[src/ppi_mul.sv]
// Pipelined signed multiplier: one chunk of operand a per stage, exact product.
// No dependencies; sideband word rides along.
module ppi_mul #(
   parameter int AW = 33,
   parameter int BW = 33,
   parameter int NS = 2,
   parameter int TW = 1
) (
   input  logic                    clock,
   input  logic                    reset,
   input  logic                    en,
   input  logic                    in_valid,
   input  logic signed [AW-1:0]    a,
   input  logic signed [BW-1:0]    b,
   input  logic [TW-1:0]           tag_i,
   output logic                    out_valid,
   output logic signed [AW+BW-1:0] p,
   output logic [TW-1:0]           tag_o
);
   localparam int PW = AW + BW;
   localparam int CW = (AW + NS - 1) / NS;
   localparam int XW = CW * NS;

   logic [PW-1:0]        acc_ff [0:NS];
   logic [XW-1:0]        a_ff   [0:NS];
   logic signed [BW-1:0] b_ff   [0:NS];
   logic [TW-1:0]        tag_ff [0:NS];
   logic                 vld_ff [0:NS];
   logic [PW-1:0]        acc_in;

   // signed a = unsigned bits - sign * 2^AW
   assign acc_in = a[AW-1] ? (PW'(0) - (PW'(b) << AW)) : '0;

   always_ff @(posedge clock) begin
      if (reset) begin
         vld_ff[0] <= 1'b0;
      end else if (en) begin
         vld_ff[0] <= in_valid;
      end
      if (en) begin
         acc_ff[0] <= acc_in;
         a_ff[0]   <= XW'({1'b0, a[AW-1:0]});
         b_ff[0]   <= b;
         tag_ff[0] <= tag_i;
      end
   end

   for (genvar s = 0; s < NS; s++) begin : g_stage
      logic signed [CW+BW:0] prod;
      logic [PW-1:0]         pp;
      assign prod = $signed({1'b0, a_ff[s][s*CW +: CW]}) * b_ff[s];
      assign pp   = PW'(prod) << (s * CW);
      always_ff @(posedge clock) begin
         if (reset) begin
            vld_ff[s+1] <= 1'b0;
         end else if (en) begin
            vld_ff[s+1] <= vld_ff[s];
         end
         if (en) begin
            acc_ff[s+1] <= acc_ff[s] + pp;
            a_ff[s+1]   <= a_ff[s];
            b_ff[s+1]   <= b_ff[s];
            tag_ff[s+1] <= tag_ff[s];
         end
      end
   end

   assign out_valid = vld_ff[NS];
   assign p         = $signed(acc_ff[NS]);
   assign tag_o     = tag_ff[NS];
endmodule

[config.mk]
export PLATFORM = sky130hd
export DESIGN_NAME = ppi_mul
export DESIGN_NICKNAME = d
export VERILOG_FILES = /design/src/ppi_mul.sv
export SDC_FILE = /design/constraint.sdc
export NUM_CORES = 2
export LEC_CHECK = 0
export ABC_AREA = 1
export BUFFER_PORTS_ARGS = -buffer_cell sky130_fd_sc_hd__clkbuf_2
export CORE_MARGIN = 2
export CORE_UTILIZATION = 50
export CTS_BUF_LIST = sky130_fd_sc_hd__clkbuf_8
export CTS_CLUSTER_SIZE = 28
export DETAILED_ROUTE_END_ITERATION = 16
export PLACE_DENSITY_LB_ADDON = 0.25
export SETUP_SLACK_MARGIN = 0.05
export SYNTH_ARGS = -nofsm -noshare
export SYNTH_HDL_FRONTEND = slang
export SYNTH_SLANG_ARGS = --single-unit
[constraint.sdc]
create_clock -name clock -period 9.8 [get_ports clock]
set_clock_uncertainty 0.05 [all_clocks]
set_input_delay 0 -clock clock [delete_from_list [all_inputs] [get_ports clock]]
set_output_delay 0 -clock clock [all_outputs]
set_load 0.05 [all_outputs]
Word level (Yosys, flattened, before mapping). Memories as Yosys holds them, arrays and structs flattened. Cells that the tools add are included.

RAM bits: 405. Register bits after elaboration: 0. Input port bits: 71. Memories: 5. Logic and storage cells: 23.

Memories: acc_ff (depth 3, bits a word 66, rd ports 3, clocked after Yosys merged registers in 0, wr ports 3, line 24) `logic [PW-1:0] acc_ff [0:NS];`; a_ff (depth 3, bits a word 34, rd ports 2, clocked after Yosys merged registers in 0, wr ports 3, line 25) `logic [XW-1:0] a_ff [0:NS];`; b_ff (depth 3, bits a word 33, rd ports 2, clocked after Yosys merged registers in 0, wr ports 3, line 26) `logic signed [BW-1:0] b_ff [0:NS];`; tag_ff (depth 3, bits a word 1, rd ports 3, clocked after Yosys merged registers in 0, wr ports 3, line 27) `logic [TW-1:0] tag_ff [0:NS];`; vld_ff (depth 3, bits a word 1, rd ports 3, clocked after Yosys merged registers in 0, wr ports 3, line 28) `logic vld_ff [0:NS];`.

Muxes and demuxes: 10. Bitwise gates (word level): 3. Add/sub/neg operators: 3. Multiply operators: 2.

Operator list (count): adder 66 bit (2); 2-to-1 mux 66 bit (1); subtractor 1 x 66 -> 66 bit (first input constant) (1); multiplier 18 x 33 -> 51 bit (1); multiplier 18 x 33 -> 49 bit (1); 2-to-1 mux 1 bit (9); bitwise OR 1 bit (3).

Logic depth before layout (Yosys ltp).
Depth in word-level cells: 4. Gate-level depth with buffers: 44. Gate-level depth less buffers: 42.

Least setup slack after synthesis. OpenSTA, ideal clock, no wires.

Path kind: reg-to-reg. Start: memory b_ff[0][32]. End: memory acc_ff[0][131] (netlist name) (data pin). Path buffers: 2. Data required time: 9.498 ns. Setup time: 0.252 ns. Setup slack: 2.577 ns. Stages on the path, launching flop included: 38. Arrival: 6.921 ns. Path through: edfxtp_1 -> clkbuf_1 -> clkbuf_1 -> nand2_1 -> inv_1 -> fa_1 -> fa_1 -> fa_1 -> inv_1 -> fa_1 -> inv_1 -> fa_1 -> inv_1 -> fa_1 -> inv_1 -> ha_1 -> nand2_1 -> nor3_1 -> (+2 left out) -> nor2_1 -> nand2_1 -> nand3_1 -> nand2_1 -> nand2_1 -> inv_1 -> ha_1 -> nand2_1 -> nor2_1 -> nand2_1 -> nor2_1 -> nand2_1 -> nand2_1 -> nand2_1 -> nand2_1 -> inv_1 -> nand2_1 -> nand2_1.

RTL lines (line): start, declared (26); end, declared (24).

==> results.yml <==
layout:
  design_area_um2: 60000
  regArea_um2: 8590
  drive_above_1_share: 0.0466
  area_growth_syn_to_layout_pct: 7.42
  nFillCells: 10500
  final_net_count: 8534
  multi_input_area_um2: 38200
worst_setup_path:
  crit_buf_inv: 6
  start_kind: "register"
  crit_family: "adder cells"
  r2r_end: "acc_ff[0][197]$_DFFE_PP_"
  crit_path_start: "a_ff[0][62]$_DFFE_PP_"
  cpMaxStageDelayCell: "edfxtp_1"
  end_kind: "register"
  cp_common_cell: "nand2_1"
  crit_type: "reg -> reg"
  cp.arrival_ns: 9.22
  timing.reg2reg.setup_slack_ns: 1.01
  crit_required_ns: 10.23
  r2r_cells: 31
  path_max_fanout: 23
  reg2reg_from: "a_ff[0][62]$_DFFE_PP_"
  slowest_delay_ns: 1.22
cts:
  cts_num_sinks: 286
  htreeDepth: 2
  postCtsSetupBuffers: 0
  cts_buffers: 57
  cts_root_buf: "clkbuf_8"
  clockBufferDepth: 3
  clk-insertion-delay-late_ns: 0.81
  cts_tree: "done"
  clkTransAtPathRegs_ns: 0.06
synth:
  synthArstFlopShare: 0
  synth-main-ff-cell: "edfxtp_1"
  synthCells: 7046
  synth_fp_nets: 8464
  syn_area_per_cell_um2: 7.92
  ys_ff_latch: 286
  synth-edff-count: 286
  syn_area_um2: 55800
  ys_types: 43
  synth_warnings: 0
  yosysSeqAreaShare: 0.154
die:
  fp.dieArea_um2: 114000
  initial_core_util: 0.504
  coreArea_um2: 111000
  die_w_um: 338
  core.rowCount: 122
  num_io_pins: 139
  die_y_um: 338
routing:
  wl_met2_um: 84400
  drt_pass1_iterations: 6
  wl_per_cell_um: 20.7
  wirelength_um: 179000
  drtIter0Drc: 3641
  vias: 45200
  wl_met3_um: 12600
  via_per_inst: 5.22
  routedLengthMet1_um: 72300
  drc: 0
  ant_nets: 0
  highest_layer: "met5"
timing:
  rsz0062_at_grt: "no"
  post-route-period-util: 0.897
  setup_slack_ns: 1.01
  period_needed_ns: 8.79
  drv_slew: 0
  tightest_slew_ns: 1.32
  hold_viol: 0
  clock.fmax_mhz: 114
  finalSetupTns_ns: 0
  relSlewSlack: 0.120
  setup_viol: 0
place:
  placed_cell_area_um2: 57500
  numPortBuffers: 138
  dp_slack_ns: 1.22
  gp_congestion: 1.02
  dp_hpwl_um: 147000
grt:
  antenna_found_initial: 6
  grt_pass1_vias: 47800
  grt_max_degree: 148
  grt_pass1_wl_um: 278000
  grt_usage: 0.325
  grt_overflow: 0
hold_path:
  hold-path-endpoint: "b_ff[0][24]$_DFFE_PP_"
  hold-path-cell-count: 2
  min_path_type: "in -> reg"
  hold_start: "b[24]"
run:
  drv_cap: 0
status:
  run_status: "finished, final reports clean"
## area by class of cell
cell class,instances,share of cell area
well taps,1488,0.0311
clock inverters,46,0.00710
inverters,2006,0.126
diodes,3,0.000125
clock buffers,57,0.0131
flip-flops and latches,286,0.143
repair buffers,343,0.0427
multi-input cells,4422,0.637
## worst max path at each step
stage	to	cells after the start
after floorplan	acc_ff[0][131]$_DFFE_PP_	37
after global placement	acc_ff[0][130]$_DFFE_PP_	32
after detailed placement	acc_ff[0][197]$_DFFE_PP_	31
after CTS	acc_ff[0][197]$_DFFE_PP_	31
after global routing	acc_ff[0][197]$_DFFE_PP_	31
final	acc_ff[0][197]$_DFFE_PP_	31
## flip-flops by register name, summed over array words and instances (netlist names)
signal / flops
a_ff: 49
acc_ff: 165
b_ff: 66
tag_ff: 3
vld_ff: 3
## worst register-to-register path: cells and delay by family (launching register included)
family                   cells  cell delay [ns]
adder cells (fa/ha/maj)      8             3.97
flip-flops                   1             1.22
AND/OR/NAND/NOR             17             2.50
buffers and inverters        6             0.78
## layer usage
layer | GRT usage | vias to the layer above
met2 | 0.544 | 1823
met5 | 0 | -
met1 | 0.421 | 22400
met3 | 0.0426 | 413
li1 | - | 20500
met4 | 0.152 | 2
## cell usage in the layout, fill, tap and decap left out, types with 4 or more instances in the layout
cell              n
inv_1          2017
nand2_1        1803
fa_1           1031
nor2_1          383
ha_1            316
edfxtp_1        286
a21oi_1         227
nand3_1         156
clkbuf_2        137
dlygate4sd3_1   122
o21ai_0         121
xor2_1          101
buf_4            82
clkbuf_8         57
nand4_1          47
nor3_1           40
xnor2_1          35
o21bai_1         35
a21o_1           23
nor4_1           14
clkinv_2         11
o211ai_1         10
o21ai_1           9
o21a_1            8
clkinv_1          8
a21boi_0          7
a31oi_1           7
or2_2             6
bufinv_16         6
and3_1            5
nand3b_1          5
nor2_2            5
and2_1            4
clkinvlp_4        4
## Yosys cell counts, types with 35 or more instances
master,count,area share
xnor2_1,35,0.0055
xor2_1,101,0.016
buf_4,66,0.0089
edfxtp_1,286,0.15
o21bai_1,35,0.0047
nor2_1,383,0.026
inv_1,2006,0.13
nand2_1,1803,0.12
nand3_1,156,0.014
fa_1,1031,0.37
clkbuf_1,265,0.018
o21ai_0,121,0.011
nand4_1,47,0.0053
a21oi_1,227,0.020
nor3_1,40,0.0036
ha_1,316,0.071
## logic make-up (layout without fill, tap and decap cells)
group / count (synthesis) / count (layout) / synth area share
flip-flops: 286 / 286 / 0.154
AO/OA/AOI/OAI: 453 / 453 / 0.0449
adder cells (fa/ha/maj): 1347 / 1347 / 0.441
AND/OR/NAND/NOR: 2486 / 2486 / 0.178
XOR/XNOR: 136 / 136 / 0.0213
buffers and inverters: 2338 / 2452 / 0.162
other: 0 / 3 / 0
## what timing repair did
action,CTS,global route
hold buffers,122,0
endpoints found under the setup margin,0,0
hold endpoints to repair,186,0
gates resized for setup,0,0
## metrics by stage
| stage | utilization | hold slack (ns) | instances |
|---|---|---|---|
| after floorplan | - | 0.0489 | 7046 |
| after global placement | 0.520 | 0.127 | 8423 |
| after detailed placement | 0.520 | 0.129 | 8423 |
| after CTS | 0.542 | 0.00142 | 8648 |
| after global routing | 0.542 | 0.0163 | 8650 |
| final | 0.542 | 0.0689 | 8651 |
Power is left out: the tool's default activity adds up to more than one toggle a clock period on the data nets, which glitch-free logic cannot reach.
